<file path="config.mk">
export PLATFORM = sky130hd
export DESIGN_NAME = bcd_time_readout_decoder_core
export DESIGN_NICKNAME = d
export VERILOG_FILES = /design/src/hdl/bcdtr_pkg.sv /design/src/hdl/bcdtr_front.sv /design/src/hdl/bcdtr_queue.sv /design/src/hdl/bcdtr_back.sv /design/src/hdl/bcd_time_readout_decoder_core.sv
export SDC_FILE = /design/constraint.sdc
export NUM_CORES = 1
export LEC_CHECK = 0
export ABC_CLOCK_PERIOD_IN_PS = 13120
export BUFFER_PORTS_ARGS = -buffer_cell sky130_fd_sc_hd__clkbuf_2
export CORE_MARGIN = 3
export CORE_UTILIZATION = 50
export DETAILED_ROUTE_END_ITERATION = 7
export HOLD_SLACK_MARGIN = 0.1
export PLACE_DENSITY = 0.64
export SLEW_MARGIN = 10
export SYNTH_ARGS = -nofsm -noshare
export SYNTH_HDL_FRONTEND = slang
export SYNTH_SLANG_ARGS = --single-unit
export TNS_END_PERCENT = 10
</file>
<file path="constraint.sdc">
create_clock -name clock -period 13.12 [get_ports clock]
set_input_delay 2.624 -clock clock [delete_from_list [all_inputs] [get_ports clock]]
set_output_delay 2.624 -clock clock [all_outputs]
set_load 0.01 [all_outputs]
</file>
<file path="src/hdl/bcdtr_pkg.sv">
`timescale 1ns / 1ps
// ----------------------------------------------------------------------------
// BCD time readout decoder package
// Shared types, status codes and digit helpers for the time readout decoder.
// ----------------------------------------------------------------------------
package bcdtr_pkg;

   localparam int WORD_W   = 16;
   localparam int MJD_W    = 17;
   localparam int MS_W     = 30;
   localparam int STATUS_W = 2;
   localparam int DAYF_W   = 12;

   // Status codes of a result word.
   localparam logic [STATUS_W-1:0] STATUS_OK        = 2'd0;
   localparam logic [STATUS_W-1:0] STATUS_SIGNAL    = 2'd1;
   localparam int                  STATUS_BAD_DAY_I = 2;
   localparam logic [STATUS_W-1:0] STATUS_BAD_DAY   = 2'(STATUS_BAD_DAY_I);

   // Status bit positions in the fourth readout word.
   localparam int SIGNAL_ERR_BIT = 12;
   localparam int LOCKED_BIT     = 13;

   // Queue between the classifier and the decode sequencer.
   localparam int QUEUE_DEPTH = 2;
   localparam int QUEUE_PTR_W = 1;
   localparam int QUEUE_CNT_W = 2;

   typedef struct packed {
      logic lock_lost;
      logic signal_recovered;
      logic day_recovered;
      logic unlock_began;
      logic lock_regained;
   } notice_type;

   typedef struct packed {
      logic [WORD_W-1:0]   word0;
      logic [WORD_W-1:0]   word1;
      logic [WORD_W-1:0]   word2;
      logic [DAYF_W-1:0]   day_bcd;
      logic [STATUS_W-1:0] status;
      notice_type          notice;
   } entry_type;

   typedef struct packed {
      logic full;
      logic empty;
   } queue_status_type;

   // Two-digit value, each nibble weighted as it stands (no range check).
   function automatic logic [7:0] dec2(input logic [3:0] tens, input logic [3:0] ones);
      dec2 = {4'd0, tens} * 8'd10 + {4'd0, ones};
   endfunction

   // Three-digit value, each nibble weighted as it stands.
   function automatic logic [10:0] dec3(input logic [3:0] hundreds, input logic [3:0] tens,
                                        input logic [3:0] ones);
      dec3 = {7'd0, hundreds} * 11'd100 + {7'd0, tens} * 11'd10 + {7'd0, ones};
   endfunction

endpackage

</file>
<file path="src/hdl/bcdtr_front.sv">
`timescale 1ns / 1ps
// ----------------------------------------------------------------------------
// BCD time readout classifier
// Accepts readout words, classifies the status and updates the sticky flags.
// ----------------------------------------------------------------------------
module bcdtr_front (
   input  logic                              clock,
   input  logic                              reset,
   input  logic                              req_valid,
   output logic                              req_ready,
   input  logic [bcdtr_pkg::WORD_W-1:0]      req_time_word0,
   input  logic [bcdtr_pkg::WORD_W-1:0]      req_time_word1,
   input  logic [bcdtr_pkg::WORD_W-1:0]      req_time_word2,
   input  logic [bcdtr_pkg::WORD_W-1:0]      req_time_word3,
   input  logic                              queue_full,
   output logic                              push,
   output bcdtr_pkg::entry_type              push_entry
);

   logic signal_seen_ff, signal_seen_in;
   logic bad_day_seen_ff, bad_day_seen_in;
   logic unlock_seen_ff, unlock_seen_in;
   logic signal_err, day_zero, locked;

   assign req_ready  = !queue_full;
   assign push       = req_valid && req_ready;
   assign signal_err = req_time_word3[bcdtr_pkg::SIGNAL_ERR_BIT];
   assign locked     = req_time_word3[bcdtr_pkg::LOCKED_BIT];
   assign day_zero   = (req_time_word3[bcdtr_pkg::DAYF_W-1:0] == '0);

   always_comb begin
      push_entry.word0   = req_time_word0;
      push_entry.word1   = req_time_word1;
      push_entry.word2   = req_time_word2;
      push_entry.day_bcd = req_time_word3[bcdtr_pkg::DAYF_W-1:0];
      push_entry.status  = bcdtr_pkg::STATUS_OK;
      push_entry.notice  = '0;
      signal_seen_in     = signal_seen_ff;
      bad_day_seen_in    = bad_day_seen_ff;
      unlock_seen_in     = unlock_seen_ff;
      if (signal_err) begin
         push_entry.status = bcdtr_pkg::STATUS_SIGNAL;
         signal_seen_in    = 1'b1;
      end else begin
         if (signal_seen_ff) begin
            signal_seen_in                     = 1'b0;
            push_entry.notice.signal_recovered = 1'b1;
         end
         if (day_zero) begin
            push_entry.status = bcdtr_pkg::STATUS_BAD_DAY;
            bad_day_seen_in   = 1'b1;
         end else begin
            if (bad_day_seen_ff) begin
               bad_day_seen_in                 = 1'b0;
               push_entry.notice.day_recovered = 1'b1;
            end
            if (!locked) begin
               push_entry.notice.lock_lost = 1'b1;
               if (!unlock_seen_ff) begin
                  unlock_seen_in                 = 1'b1;
                  push_entry.notice.unlock_began = 1'b1;
               end
            end else if (unlock_seen_ff) begin
               unlock_seen_in                  = 1'b0;
               push_entry.notice.lock_regained = 1'b1;
            end
         end
      end
   end

   always_ff @(posedge clock) begin
      if (reset) begin
         signal_seen_ff  <= 1'b0;
         bad_day_seen_ff <= 1'b0;
         unlock_seen_ff  <= 1'b0;
      end else if (push) begin
         signal_seen_ff  <= signal_seen_in;
         bad_day_seen_ff <= bad_day_seen_in;
         unlock_seen_ff  <= unlock_seen_in;
      end
   end

endmodule

</file>
<file path="src/hdl/bcdtr_queue.sv">
`timescale 1ns / 1ps
// ----------------------------------------------------------------------------
// BCD time readout queue
// Two-entry first-in first-out queue between classifier and decoder.
// ----------------------------------------------------------------------------
module bcdtr_queue (
   input  logic                        clock,
   input  logic                        reset,
   input  logic                        push,
   input  bcdtr_pkg::entry_type        push_entry,
   input  logic                        pop,
   output bcdtr_pkg::entry_type        head_entry,
   output bcdtr_pkg::queue_status_type queue_status
);

   bcdtr_pkg::entry_type                 slot_ff [bcdtr_pkg::QUEUE_DEPTH];
   logic [bcdtr_pkg::QUEUE_PTR_W-1:0]    wr_ptr_ff, rd_ptr_ff;
   logic [bcdtr_pkg::QUEUE_CNT_W-1:0]    count_ff, count_in;

   assign head_entry         = slot_ff[rd_ptr_ff];
   assign queue_status.full  = (count_ff == bcdtr_pkg::QUEUE_CNT_W'(bcdtr_pkg::QUEUE_DEPTH));
   assign queue_status.empty = (count_ff == '0);

   always_comb begin
      count_in = count_ff;
      if (push && !pop) begin
         count_in = count_ff + 1'b1;
      end else if (pop && !push) begin
         count_in = count_ff - 1'b1;
      end
   end

   always_ff @(posedge clock) begin
      if (push) begin
         slot_ff[wr_ptr_ff] <= push_entry;
      end
   end

   always_ff @(posedge clock) begin
      if (reset) begin
         wr_ptr_ff <= '0;
         rd_ptr_ff <= '0;
         count_ff  <= '0;
      end else begin
         count_ff <= count_in;
         if (push) begin
            wr_ptr_ff <= wr_ptr_ff + 1'b1;
         end
         if (pop) begin
            rd_ptr_ff <= rd_ptr_ff + 1'b1;
         end
      end
   end

endmodule

</file>
<file path="src/hdl/bcdtr_back.sv">
`timescale 1ns / 1ps
// ----------------------------------------------------------------------------
// BCD time readout decode sequencer
// Weights the BCD digits and builds the day number and millisecond of day.
// ----------------------------------------------------------------------------
module bcdtr_back (
   input  logic                               clock,
   input  logic                               reset,
   input  logic [bcdtr_pkg::MJD_W-1:0]        year_start,
   input  bcdtr_pkg::entry_type               head_entry,
   input  logic                               queue_empty,
   output logic                               pop,
   output logic                               rsp_valid,
   input  logic                               rsp_ready,
   output logic [bcdtr_pkg::MJD_W-1:0]        rsp_day_number_mjd,
   output logic [bcdtr_pkg::MS_W-1:0]         rsp_ms_of_day,
   output logic [bcdtr_pkg::STATUS_W-1:0]     rsp_status,
   output logic                               rsp_lock_lost,
   output logic                               rsp_signal_recovered,
   output logic                               rsp_day_recovered,
   output logic                               rsp_unlock_began,
   output logic                               rsp_lock_regained
);

   localparam logic [1:0] ST_IDLE = 2'd0;
   localparam logic [1:0] ST_HM   = 2'd1;
   localparam logic [1:0] ST_HMS  = 2'd2;
   localparam logic [1:0] ST_MS   = 2'd3;

   logic [1:0]                         state_ff, state_in;
   logic [7:0]                         hour_ff, min_ff, sec_ff;
   logic [10:0]                        msec_ff;
   logic [bcdtr_pkg::MJD_W-1:0]        day_ff;
   logic [bcdtr_pkg::STATUS_W-1:0]     status_ff;
   bcdtr_pkg::notice_type              notice_ff;
   logic [19:0]                        acc_ff, acc_in;
   logic                               load, finish, out_free;
   logic [10:0]                        msec_hi, usec_lo, dayno;
   logic [bcdtr_pkg::MS_W-1:0]         ms_full;

   logic                               rsp_valid_ff;
   logic [bcdtr_pkg::MJD_W-1:0]        rsp_day_ff;
   logic [bcdtr_pkg::MS_W-1:0]         rsp_ms_ff;
   logic [bcdtr_pkg::STATUS_W-1:0]     rsp_status_ff;
   bcdtr_pkg::notice_type              rsp_notice_ff;

   // Milliseconds from the upper three fractional digits; the lower three
   // can reach 1665 microseconds, which carries at most one millisecond.
   assign msec_hi = bcdtr_pkg::dec3(head_entry.word1[7:4], head_entry.word1[3:0],
                                    head_entry.word0[15:12]);
   assign usec_lo = bcdtr_pkg::dec3(head_entry.word0[11:8], head_entry.word0[7:4],
                                    head_entry.word0[3:0]);
   assign dayno   = bcdtr_pkg::dec3(head_entry.day_bcd[11:8], head_entry.day_bcd[7:4],
                                    head_entry.day_bcd[3:0]);
   assign ms_full = bcdtr_pkg::MS_W'(acc_ff) * 30'd1000 + bcdtr_pkg::MS_W'(msec_ff);
   assign out_free = !rsp_valid_ff || rsp_ready;

   always_comb begin
      state_in = state_ff;
      acc_in   = acc_ff;
      load     = 1'b0;
      finish   = 1'b0;
      case (state_ff)
         ST_IDLE: begin
            if (!queue_empty) begin
               load     = 1'b1;
               state_in = ST_HM;
            end
         end
         ST_HM: begin
            acc_in   = 20'(hour_ff) * 20'd60 + 20'(min_ff);
            state_in = ST_HMS;
         end
         ST_HMS: begin
            acc_in   = acc_ff * 20'd60 + 20'(sec_ff);
            state_in = ST_MS;
         end
         ST_MS: begin
            if (out_free) begin
               finish = 1'b1;
               if (!queue_empty) begin
                  load     = 1'b1;
                  state_in = ST_HM;
               end else begin
                  state_in = ST_IDLE;
               end
            end
         end
         default: begin
            state_in = ST_IDLE;
         end
      endcase
   end

   assign pop = load;

   always_ff @(posedge clock) begin
      acc_ff <= acc_in;
      if (load) begin
         hour_ff   <= bcdtr_pkg::dec2(head_entry.word2[15:12], head_entry.word2[11:8]);
         min_ff    <= bcdtr_pkg::dec2(head_entry.word2[7:4], head_entry.word2[3:0]);
         sec_ff    <= bcdtr_pkg::dec2(head_entry.word1[15:12], head_entry.word1[11:8]);
         msec_ff   <= msec_hi + 11'(usec_lo >= 11'd1000);
         day_ff    <= year_start + bcdtr_pkg::MJD_W'(dayno) - 17'd1;
         status_ff <= head_entry.status;
         notice_ff <= head_entry.notice;
      end
      if (finish) begin
         rsp_status_ff <= status_ff;
         rsp_notice_ff <= notice_ff;
         if (status_ff == bcdtr_pkg::STATUS_OK) begin
            rsp_day_ff <= day_ff;
            rsp_ms_ff  <= ms_full;
         end else begin
            rsp_day_ff <= '0;
            rsp_ms_ff  <= '0;
         end
      end
   end

   always_ff @(posedge clock) begin
      if (reset) begin
         state_ff     <= ST_IDLE;
         rsp_valid_ff <= 1'b0;
      end else begin
         state_ff <= state_in;
         if (finish) begin
            rsp_valid_ff <= 1'b1;
         end else if (rsp_ready) begin
            rsp_valid_ff <= 1'b0;
         end
      end
   end

   assign rsp_valid            = rsp_valid_ff;
   assign rsp_day_number_mjd   = rsp_day_ff;
   assign rsp_ms_of_day        = rsp_ms_ff;
   assign rsp_status           = rsp_status_ff;
   assign rsp_lock_lost        = rsp_notice_ff.lock_lost;
   assign rsp_signal_recovered = rsp_notice_ff.signal_recovered;
   assign rsp_day_recovered    = rsp_notice_ff.day_recovered;
   assign rsp_unlock_began     = rsp_notice_ff.unlock_began;
   assign rsp_lock_regained    = rsp_notice_ff.lock_regained;

endmodule

</file>
<file path="src/hdl/bcd_time_readout_decoder_core.sv">
`timescale 1ns / 1ps
// ----------------------------------------------------------------------------
// BCD time readout decoder core
// Decodes a four-word BCD time snapshot into a day number and ms of day.
// ----------------------------------------------------------------------------
// A request word passes the queue, the digit registers and three multiply
// steps (hours to minutes, minutes to seconds, seconds to ms) to the output
// register. Words are decoded one at a time; a stalled output holds them.
// Reset (synchronous, active high) empties the queue and output register,
// clears the three sticky flags and sets year_start_mjd to zero.
// ----------------------------------------------------------------------------
module bcd_time_readout_decoder_core (
   input  logic                               clock,
   input  logic                               reset,
   // Configuration write channel.
   input  logic                               csr_valid,
   output logic                               csr_ready,
   input  logic [bcdtr_pkg::MJD_W-1:0]        csr_year_start_mjd,
   // Request channel: one snapshot of four readout words.
   input  logic                               req_valid,
   output logic                               req_ready,
   input  logic [bcdtr_pkg::WORD_W-1:0]       req_time_word0,
   input  logic [bcdtr_pkg::WORD_W-1:0]       req_time_word1,
   input  logic [bcdtr_pkg::WORD_W-1:0]       req_time_word2,
   input  logic [bcdtr_pkg::WORD_W-1:0]       req_time_word3,
   // Response channel.
   output logic                               rsp_valid,
   input  logic                               rsp_ready,
   output logic [bcdtr_pkg::MJD_W-1:0]        rsp_day_number_mjd,
   output logic [bcdtr_pkg::MS_W-1:0]         rsp_ms_of_day,
   output logic [bcdtr_pkg::STATUS_W-1:0]     rsp_status,
   output logic                               rsp_lock_lost,
   output logic                               rsp_signal_recovered,
   output logic                               rsp_day_recovered,
   output logic                               rsp_unlock_began,
   output logic                               rsp_lock_regained
);

   logic [bcdtr_pkg::MJD_W-1:0]   year_start_ff;
   logic                          push, pop;
   bcdtr_pkg::entry_type          push_entry, head_entry;
   bcdtr_pkg::queue_status_type   queue_status;

   // The year start register takes a write in any cycle. The user must change
   // it only while the decoder is idle; the core does not enforce this.
   assign csr_ready = 1'b1;

   always_ff @(posedge clock) begin
      if (reset) begin
         year_start_ff <= '0;
      end else if (csr_valid) begin
         year_start_ff <= csr_year_start_mjd;
      end
   end

   // The classifier settles status and the transition notices at accept
   // time, so the sticky flags follow the order of the request words.
   bcdtr_front u_front (
      .clock          (clock),
      .reset          (reset),
      .req_valid      (req_valid),
      .req_ready      (req_ready),
      .req_time_word0 (req_time_word0),
      .req_time_word1 (req_time_word1),
      .req_time_word2 (req_time_word2),
      .req_time_word3 (req_time_word3),
      .queue_full     (queue_status.full),
      .push           (push),
      .push_entry     (push_entry)
   );

   // The queue lets the classifier keep taking words while the sequencer
   // works or the response side stalls.
   bcdtr_queue u_queue (
      .clock        (clock),
      .reset        (reset),
      .push         (push),
      .push_entry   (push_entry),
      .pop          (pop),
      .head_entry   (head_entry),
      .queue_status (queue_status)
   );

   // The sequencer weights the digits and holds the result in the output
   // register until the response side takes it.
   bcdtr_back u_back (
      .clock                (clock),
      .reset                (reset),
      .year_start           (year_start_ff),
      .head_entry           (head_entry),
      .queue_empty          (queue_status.empty),
      .pop                  (pop),
      .rsp_valid            (rsp_valid),
      .rsp_ready            (rsp_ready),
      .rsp_day_number_mjd   (rsp_day_number_mjd),
      .rsp_ms_of_day        (rsp_ms_of_day),
      .rsp_status           (rsp_status),
      .rsp_lock_lost        (rsp_lock_lost),
      .rsp_signal_recovered (rsp_signal_recovered),
      .rsp_day_recovered    (rsp_day_recovered),
      .rsp_unlock_began     (rsp_unlock_began),
      .rsp_lock_regained    (rsp_lock_regained)
   );

endmodule

</file>
==> results of run 1 <==
==> worst paths after layout <==
| check | startpoint | to | depth (start not counted) |
|---|---|---|---|
| min reg2reg | u_back.notice_ff[2] | u_back.rsp_day_recovered | 0 |
| min | u_back.notice_ff[2] | u_back.rsp_day_recovered | 0 |
| max reg2reg | flop | u_back.msec_ff[9] | 27 |
| max | flop | u_back.msec_ff[9] | 27 |
==> flip-flops by register name, indices dropped and copies added (netlist names), 5 cells and up, named ones only <==
register                   count
u_back.rsp_day_number_mjd     17
u_back.rsp_ms_of_day          30
u_back.notice_ff               5
u_back.min_ff                  8
u_back.sec_ff                  8
u_back.acc_ff                 20
u_back.day_ff                 17
u_back.hour_ff                 8
u_back.msec_ff                11
u_queue.slot_ff              132
year_start_ff                 17
==> cells in the final DEF (no fill, tap or decap), types with 17 or more instances in the layout <==
cell	instances
nor3_1	17
dfxtp_1	27
a21o_1	30
nand3_1	22
clkbuf_16	34
o21ai_0	44
fa_1	123
nand2_1	51
nor2_1	118
ha_1	242
a21oi_1	81
inv_1	264
mux2i_1	43
mux2_2	49
nor2b_1	31
and2_1	28
clkbuf_2	138
edfxtp_1	265
xor2_1	53
xnor2_1	94
==> stage by stage <==
| stage | instance area (um^2) | utilization [%] | hold slack (ps) | setup slack (ps) | std cells |
|---|---|---|---|---|---|
| detailed placement | 21900 | 54.5 | 406 | 6710 | 2410 |
| floorplan | 20600 | - | 400 | 2470 | 1766 |
| CTS | 23000 | 57.3 | 420 | 6680 | 2471 |
| finish | 23000 | 57.3 | 418 | 6770 | 2471 |
| global route | 23000 | 57.3 | 428 | 6210 | 2471 |
| global placement | 21900 | 54.5 | 403 | 6790 | 2410 |
==> metal layers <==
layer	GRT usage [%]	up-vias	wire [um]	share of wire, %
met5	0	-	0	0
met4	4.23	0	658	1.8
met3	2.81	43	1400	3.8
met2	28.5	188	17300	47
met1	24.1	6028	17800	48
li1	-	6408	-	-
==> logic make-up after synthesis <==
logic type	Yosys count	share of synthesized area, %
adder cells (fa/ha/maj)	365	26.7
AND/OR/NAND/NOR	336	8.10
flip-flops	293	41.4
buffers and inverters	290	5.31
AO/OA/AOI/OAI	242	7.46
XOR/XNOR	147	6.26
multiplexers	92	4.77
other	1	0.0182
==> worst reg2reg max path, stage by stage (launching register included) <==
cell and delay, ps:
dfxtp_4 470, buf_4 640, mux2_2 520, ha_1 310, ha_1 230, fa_1 440, ha_1 310, ha_1 320
o21ai_0 80, nand2b_1 100, a21oi_1 150, nor2b_1 60, o21ai_0 230, a21oi_1 100, o21ai_0 160, a21oi_1 120
ha_1 210, ha_1 190, inv_1 70, fa_1 210, inv_1 60, a21oi_1 130, o21ai_0 130, a21o_1 210
a21o_1 200, a21o_1 190, a21oi_1 170, xor2_1 80
==> final cells by class <==
cell class / count / area share [%]
Tap cell: 525 / 2.85
Clock buffer: 47 / 4.00
Inverter: 264 / 4.31
Timing Repair Buffer: 145 / 3.23
Clock inverter: 14 / 0.859
Multi-Input combinational cell: 1183 / 47.7
Sequential cell: 293 / 37.0
==> impl_metrics.py, run 1 <==
metrics = {
    "worst_setup_path": {
        "critPathKind": "reg2reg",
        "critPathArrivalTime_ps": 6630,
        "worstSetupEndpointType": "flop",
        "worst-path-buf-inv": 3,
        "start_kind": "flop",
        "r2r_slack_ps": 6770,
        "crit_required_ps": 13400,
        "path_max_fanout": 53,
        "cpLargestDelayFamily": "adder cells",
        "crit_path_frequent_cell": "ha_1",
        "slowest_delay_ps": 630,
        "cpMaxStageDelayCell": "buf_4",
    },
    "timing": {
        "worstMarginPinSlew_ps": 991,
        "post-route-period-util_pct": 48.4,
        "min_period_ps": 6350,
        "fin_skew_ps": 19.9,
        "slew_violations": 0,
        "timing.final.hold_violations": 0,
        "maxSlewHeadroom_pct": 33.9,
        "setup-tns-final_ps": 0,
        "setup_viol": 0,
        "max_freq_mhz": 157,
        "rsz0062_at_grt": "no",
    },
    "clock_tree": {
        "hold_buffers": 0,
        "htree_levels": 2,
        "post-cts-setup-buffer-count": 0,
        "clk_latency_ps": 540,
        "cts_buffer_depth": 3,
        "ctsResizeCount": 0,
        "cts_made_buffers": 34,
        "cts-root-buf": "clkbuf_16",
        "path_clk_slew_ps": 60,
        "cts_sinks": 293,
        "tritoncts": "built",
    },
    "synth": {
        "synth-seq-cells": 293,
        "synth_nets": 2217,
        "synth_edf_count": 265,
        "synth_top_area_share_pct": 38.7,
        "ys.flop_type": "edfxtp_1",
        "yosysWarnings": 0,
        "netlist_instances": 1766,
        "synth.largest_area_cell": "edfxtp_1",
        "ys_seq_area_share_pct": 41.4,
        "syn_area_per_cell_um2": 11.7,
        "syn_area_mm2": 0.0206,
        "yosysMostFrequentCell": "edfxtp_1",
        "synthTopCellsByArea": "edfxtp_1 (39%), ha_1 (15%), fa_1 (12%), inv_1 (4.8%), xnor2_1 (4.0%)",
        "ys_top_cells_by_count": "edfxtp_1 (265), inv_1 (264), ha_1 (242)",
        "async_flop_share_pct": 0,
        "ys_types": 62,
    },
    "final_layout": {
        "multiInputGateArea_mm2": 0.0110,
        "diodes": 0,
        "drive_above_1_share_pct": 13.3,
        "areaGrowthSynthToFinish_pct": 11.9,
        "seqCellArea_mm2": 0.00852,
        "num-nets-final": 2372,
        "num-fill-cells": 3397,
    },
    "floorplanning": {
        "start_util_pct": 51.2,
        "die_width_um": 209,
        "die_h_um": 209,
        "die-area_mm2": 0.0436,
        "fp.coreArea_mm2": 0.0402,
        "io_pins": 143,
        "num_rows": 73,
    },
    "global_route": {
        "grt_remaining_overflow": 0,
        "grt_pass1_wl_um": 62500,
        "antenna_found_initial": 0,
        "gr-usage-all-layers_pct": 17.3,
        "grt_pass1_vias": 12808,
        "grt_max_degree": 61,
    },
    "placed_design": {
        "dp_hpwl_um": 29200,
        "gp_congestion": 0.800,
        "port_buffers": 138,
    },
    "routing": {
        "wl_um": 37200,
        "ant_nets": 0,
        "viasPerCell": 5.13,
        "drcViolationCount": 0,
        "drtIter0Drc": 580,
        "first_pass_iters": 6,
        "routedWlPerCell_um": 15.0,
        "vias": 12667,
    },
    "worst_hold_path": {
        "min_path_type": "reg2reg",
    },
    "run": {
        "cap_violations": 0,
    },
    "outcome": {
        "status": "finished clean",
    },
}
Power of run 1 is not shown: default switching activity piles up to over one toggle a cycle in this logic, so the estimate is an artifact.
==> run 2, diff against run 1 <==
ABC_AREA = 1   (was unset)
ABC_CLOCK_PERIOD_IN_PS = 6050   (was 13120)
clock period = 6.05 ns   (was 13.12 ns; I/O delays follow)
==> run 2 against run 1 <==
- global-route usage rose by 2.0 points
- register-to-register slack got worse by 6300 ps
- die area rose by 5.1%
- synthesized cell count rose by 27%
- core utilization fell by 0.052 points
- first-iteration DRC count rose by 15%
- final cell count rose by 21%
- worst hold slack got worse by 1.3 ps
- via count rose by 18%
- clock skew rose by 2.9 ps
==> impl_metrics.py, run 2 <==
metrics = {
    "synth": {
        "netlist_instances": 2235,
        "async_flop_share_pct": 0,
        "synth.largest_area_cell": "edfxtp_1",
        "muxShareOfSynthArea_pct": 2.63,
        "synth_top_area_share_pct": 36.7,
        "synth_top_family_by_area": "adder cells",
        "ys_types": 50,
        "yosysWarnings": 0,
        "synth_xor_area_share_pct": 3.67,
        "synth_edf_count": 265,
        "ys_top_cells_by_count": "inv_1 (430), nand2_1 (380), edfxtp_1 (265)",
        "synthTopCellsByArea": "edfxtp_1 (37%), ha_1 (14%), fa_1 (11%), inv_1 (7.5%), nand2_1 (6.6%)",
        "ys_seq_area_share_pct": 39.3,
        "synth_nets": 2686,
        "synth_fa_ha_area_share_pct": 25.4,
        "syn_area_per_cell_um2": 9.69,
        "syn_area_mm2": 0.0217,
        "yosysMostFrequentCell": "inv_1",
        "ys.flop_type": "edfxtp_1",
        "synth-seq-cells": 293,
        "synth-simple-area-share_pct": 14.0,
        "synth_compound_gate_area_share_pct": 7.00,
    },
    "clock_tree": {
        "cts_sinks": 293,
        "cts_made_buffers": 34,
        "path_clk_slew_ps": 60,
        "post-cts-setup-buffer-count": 0,
        "cts-root-buf": "clkbuf_16",
        "hold_buffers": 0,
        "tritoncts": "built",
        "cts_buffer_depth": 3,
        "clk_latency_ps": 550,
        "htree_levels": 2,
        "ctsResizeCount": 0,
    },
    "final_layout": {
        "num-nets-final": 2846,
        "largest_reg_flops": 132,
        "final_cell_mix": "inv_1 (430), nand2_1 (380), edfxtp_1 (265)",
        "max_flop_register": "u_queue.slot_ff",
        "areaGrowthSynthToFinish_pct": 11.8,
        "drive_above_1_share_pct": 12.9,
        "diodes": 0,
        "final_common_cell": "inv_1",
    },
    "routing": {
        "ant_nets": 0,
        "drcViolationCount": 0,
        "first_pass_iters": 5,
        "vias": 14890,
        "viasPerCell": 4.97,
        "drtIter0Drc": 665,
        "routedWlPerCell_um": 14.4,
        "wl_um": 43100,
    },
    "worst_setup_path": {
        "crit_end": "u_back.msec_ff[9]",
        "path_max_fanout": 18,
        "r2r_slack_ps": 440,
        "critPathKind": "reg2reg",
        "crit_path_frequent_cell": "ha_1",
        "worstSetupEndpointType": "flop",
        "cpLargestDelayFamily": "adder cells",
        "r2r-end": "u_back.msec_ff[9]",
        "cp.depth": 26,
        "worst-path-buf-inv": 2,
        "crit_required_ps": 6340,
        "cpMaxStageDelayCell": "fa_1",
        "worstRegToRegCells": 26,
        "slowest_delay_ps": 450,
        "start_kind": "flop",
        "critPathArrivalTime_ps": 5910,
    },
    "global_route": {
        "grt_max_degree": 60,
        "gr-usage-all-layers_pct": 19.3,
        "grt_pass1_vias": 15206,
        "antenna_found_initial": 2,
        "grt_pass1_wl_um": 73600,
        "grt_remaining_overflow": 0,
    },
    "timing": {
        "min_period_ps": 5610,
        "fin_hold_ws_ps": 417,
        "rsz0062_at_grt": "no",
        "maxSlewHeadroom_pct": 29.1,
        "timing.final.hold_violations": 0,
        "post-route-period-util_pct": 92.8,
        "fin_skew_ps": 22.8,
        "setup-tns-final_ps": 0,
        "worstMarginPinSlew_ps": 1060,
        "max_freq_mhz": 178,
        "slew_violations": 0,
        "setup_viol": 0,
    },
    "placed_design": {
        "gp_congestion": 0.877,
        "port_buffers": 138,
        "dp_hpwl_um": 34400,
    },
    "floorplanning": {
        "fp.coreArea_mm2": 0.0423,
        "die_width_um": 214,
        "die_h_um": 214,
        "die-area_mm2": 0.0458,
        "num_rows": 75,
        "start_util_pct": 51.2,
        "io_pins": 143,
    },
    "run": {
        "cap_violations": 0,
    },
    "worst_hold_path": {
        "min_path_type": "reg2reg",
    },
    "outcome": {
        "status": "finished clean",
    },
}
## run 2: cell types whose count changed after synthesis, sizes merged, moves of 23 or more
cell / delta
nand3: +83
a21o: -23
inv: +173
nor2b: -32
a21oi: +57
mux2i: -39
o21ai: +57
nor2: +26
xnor2: -62
and2: -26
nand2: +344
## run 2: metrics by stage
step | setup WS, ps | instances | cell area [um^2] | utilization [%]
after floorplan | 517 | 2235 | 21700 | -
after detailed placement | 435 | 2936 | 23100 | 54.6
after global routing | 19.1 | 2997 | 24200 | 57.2
after global placement | 545 | 2936 | 23100 | 54.6
final | 437 | 2997 | 24200 | 57.2
after CTS | 393 | 2997 | 24200 | 57.2
## run 2: logic make-up (layout without fill, tap and decap cells)
| logic type | after synthesis | in the layout |
|---|---|---|
| AOI/OAI and AO/OA | 281 | 281 |
| xor gates and xnor gates | 89 | 89 |
| adders and majority gates | 365 | 365 |
| buffers and inverters | 461 | 646 |
| DFF | 293 | 293 |
| muxes | 51 | 51 |
| other | 1 | 1 |
| and+or+nand+nor | 694 | 694 |
## run 2: cell type report
cell class | instances | area, um^2
inverter | 438 | 1640
fill | 3731 | 18100
multi-input combinational | 1481 | 11400
timing repair buffer | 147 | 771
sequential | 293 | 8520
clock buffer | 43 | 915
tap | 577 | 722
clock inverter | 18 | 210
## run 2: metal layers
| layer | track usage [%] | share of wire, % | vias up |
|---|---|---|---|
| met1 | 25.2 | 46 | 6923 |
| met4 | 6.01 | 2.7 | 4 |
| met2 | 33.2 | 48 | 218 |
| met5 | 0 | 0.065 | - |
| li1 | - | - | 7665 |
| met3 | 2.92 | 3.8 | 80 |
## run 2: how the worst min path moves through the flow
stage	from	cells after the start	to
CTS	u_back.notice_ff[3]	0	u_back.rsp_signal_recovered
floorplan	u_back.notice_ff[2]	0	u_back.rsp_day_recovered
global placement	u_back.notice_ff[3]	0	u_back.rsp_signal_recovered
detailed placement	u_back.notice_ff[3]	0	u_back.rsp_signal_recovered
finish	u_back.notice_ff[3]	0	u_back.rsp_signal_recovered
global route	u_back.notice_ff[3]	0	u_back.rsp_signal_recovered
Power of run 2 is left out for the same reason.
==> run 3, diff against run 2 <==
BUFFER_PORTS_ARGS = unset   (was -buffer_cell sky130_fd_sc_hd__clkbuf_2)
CTS_BUF_LIST = sky130_fd_sc_hd__clkbuf_8   (was unset)
DONT_BUFFER_PORTS = 1   (was unset)
PLACE_DENSITY = 0.61   (was 0.64)
==> run 3 against run 2 <==
- core utilization fell by 1.8 points
- first-iteration DRC count shrank 16%
- largest cell class unchanged
- count of clock-buffer cells in the layout is 16 higher
==> impl_metrics.py, run 3 (synthesized netlist as in run 2, its figures left out) <==
metrics = {
    "outcome": {
        "status": "finished clean",
    },
    "timing": {
        "worstMarginPinSlew_ps": 1080,
        "rsz0062_at_grt": "no",
        "fin_skew_ps": 27.8,
        "maxSlewHeadroom_pct": 28.0,
        "min_period_ps": 5480,
        "setup_viol": 0,
        "post-route-period-util_pct": 90.7,
        "max_freq_mhz": 182,
        "slew_violations": 0,
        "timing.final.hold_violations": 0,
        "setup-tns-final_ps": 0,
    },
    "floorplanning": {
        "die_width_um": 214,
        "fp.coreArea_mm2": 0.0423,
        "num_rows": 75,
        "start_util_pct": 51.2,
        "io_pins": 143,
        "die-area_mm2": 0.0458,
        "die_h_um": 214,
    },
    "routing": {
        "ant_nets": 0,
        "first_pass_iters": 5,
        "drtIter0Drc": 558,
        "routedWlPerCell_um": 14.7,
        "vias": 14328,
        "wl_um": 42400,
        "drcViolationCount": 0,
        "viasPerCell": 4.95,
    },
    "global_route": {
        "grt_use_met2_pct": 33.2,
        "busiest_layer": "met2",
        "gr-usage-all-layers_pct": 19.1,
        "grt_pass1_vias": 14683,
        "grt_remaining_overflow": 0,
        "antenna_found_initial": 0,
        "grtUsageMet3_pct": 4.29,
        "grt_max_degree": 60,
        "use_met1_pct": 24.5,
        "grt_pass1_wl_um": 72400,
    },
    "clock_tree": {
        "tritoncts": "built",
        "post-cts-setup-buffer-count": 0,
        "cts_sinks": 293,
        "htree_levels": 2,
        "path_clk_slew_ps": 70,
        "hold_buffers": 0,
        "cts_made_buffers": 51,
        "cts_buffer_depth": 3,
        "cts-root-buf": "clkbuf_8",
        "clk_latency_ps": 620,
        "ctsResizeCount": 0,
    },
    "run": {
        "cap_violations": 0,
    },
    "final_layout": {
        "fin_cells": 2892,
        "diodes": 0,
        "num-nets-final": 2725,
        "final_cell_mix": "inv_1 (448), nand2_1 (380), edfxtp_1 (265)",
        "final_common_cell": "inv_1",
        "largest_reg_flops": 132,
        "max_flop_register": "u_queue.slot_ff",
        "drive_above_1_share_pct": 8.34,
        "areaGrowthSynthToFinish_pct": 8.27,
    },
    "worst_setup_path": {
        "rr_startpoint": "u_back.acc_ff[0]",
        "critPathKind": "reg2reg",
        "startpoint": "u_back.acc_ff[0]",
        "start_kind": "flop",
        "critPathArrivalTime_ps": 5830,
        "path_max_fanout": 6,
        "worstSetupEndpointType": "flop",
        "crit_required_ps": 6390,
    },
    "worst_hold_path": {
        "min-delay-start": "u_back.notice_ff[4]",
        "min_path_type": "reg2reg",
    },
    "placed_design": {
        "dp_hpwl_um": 34100,
        "dp_cells": 2798,
        "port_buffers": 0,
        "gp_congestion": 0.863,
    },
}
-- run 3: routing by layer --
metal	wire length, um	vias to the layer above
met2	20600	198
met1	19000	6660
met5	0	-
li1	-	7430
met4	648	0
met3	2100	40
-- run 3: metrics by stage --
step | utilization, % | setup slack (ps) | area (um^2) | hold slack, ps
2_1_floorplan | - | 517 | 21700 | 400
3_3_place_gp | 52.9 | 626 | 22400 | 401
3_5_place_dp | 52.9 | 579 | 22400 | 410
4_1_cts | 55.4 | 559 | 23400 | 409
5_1_grt | 55.4 | 2.84 | 23400 | 418
6_report | 55.4 | 565 | 23400 | 411
-- run 3: worst paths after layout --
check                                                 to  slack (ps)  depth (start not counted)
worst max register to register  u_back.rsp_ms_of_day[29]         570                         23
worst min register to register      u_back.rsp_lock_lost         410                          0
worst min-delay path                u_back.rsp_lock_lost         410                          0
worst max-delay path            u_back.rsp_ms_of_day[29]         570                         23
-- run 3: cell type report --
type,instances,area [um^2]
clock buffers,59,812
inverters,438,1640
well taps,577,722
fillers,3743,18900
clock inverters,35,243
multi-input cells,1481,11400
flip-flops and latches,293,8520
repair buffers,9,67.6
-- run 3: worst max-delay path, stage by stage, from the launching register on --
cell and delay, ps:
edfxtp_1 510, fa_1 630, fa_1 540, inv_1 50
fa_1 470, fa_1 510, inv_1 40, ha_1 380
a21oi_1 180, nand2_1 140, xor2_1 170, ha_1 350
nand2_1 90, o21a_1 190, nand2_1 100, nand2_1 80
inv_1 100, nand2_2 90, nor2_4 160, nand2_2 110
nor2_4 150, nand3_1 80, nand2_1 60, nor2_1 30
Power of run 3 is left out for the same reason.
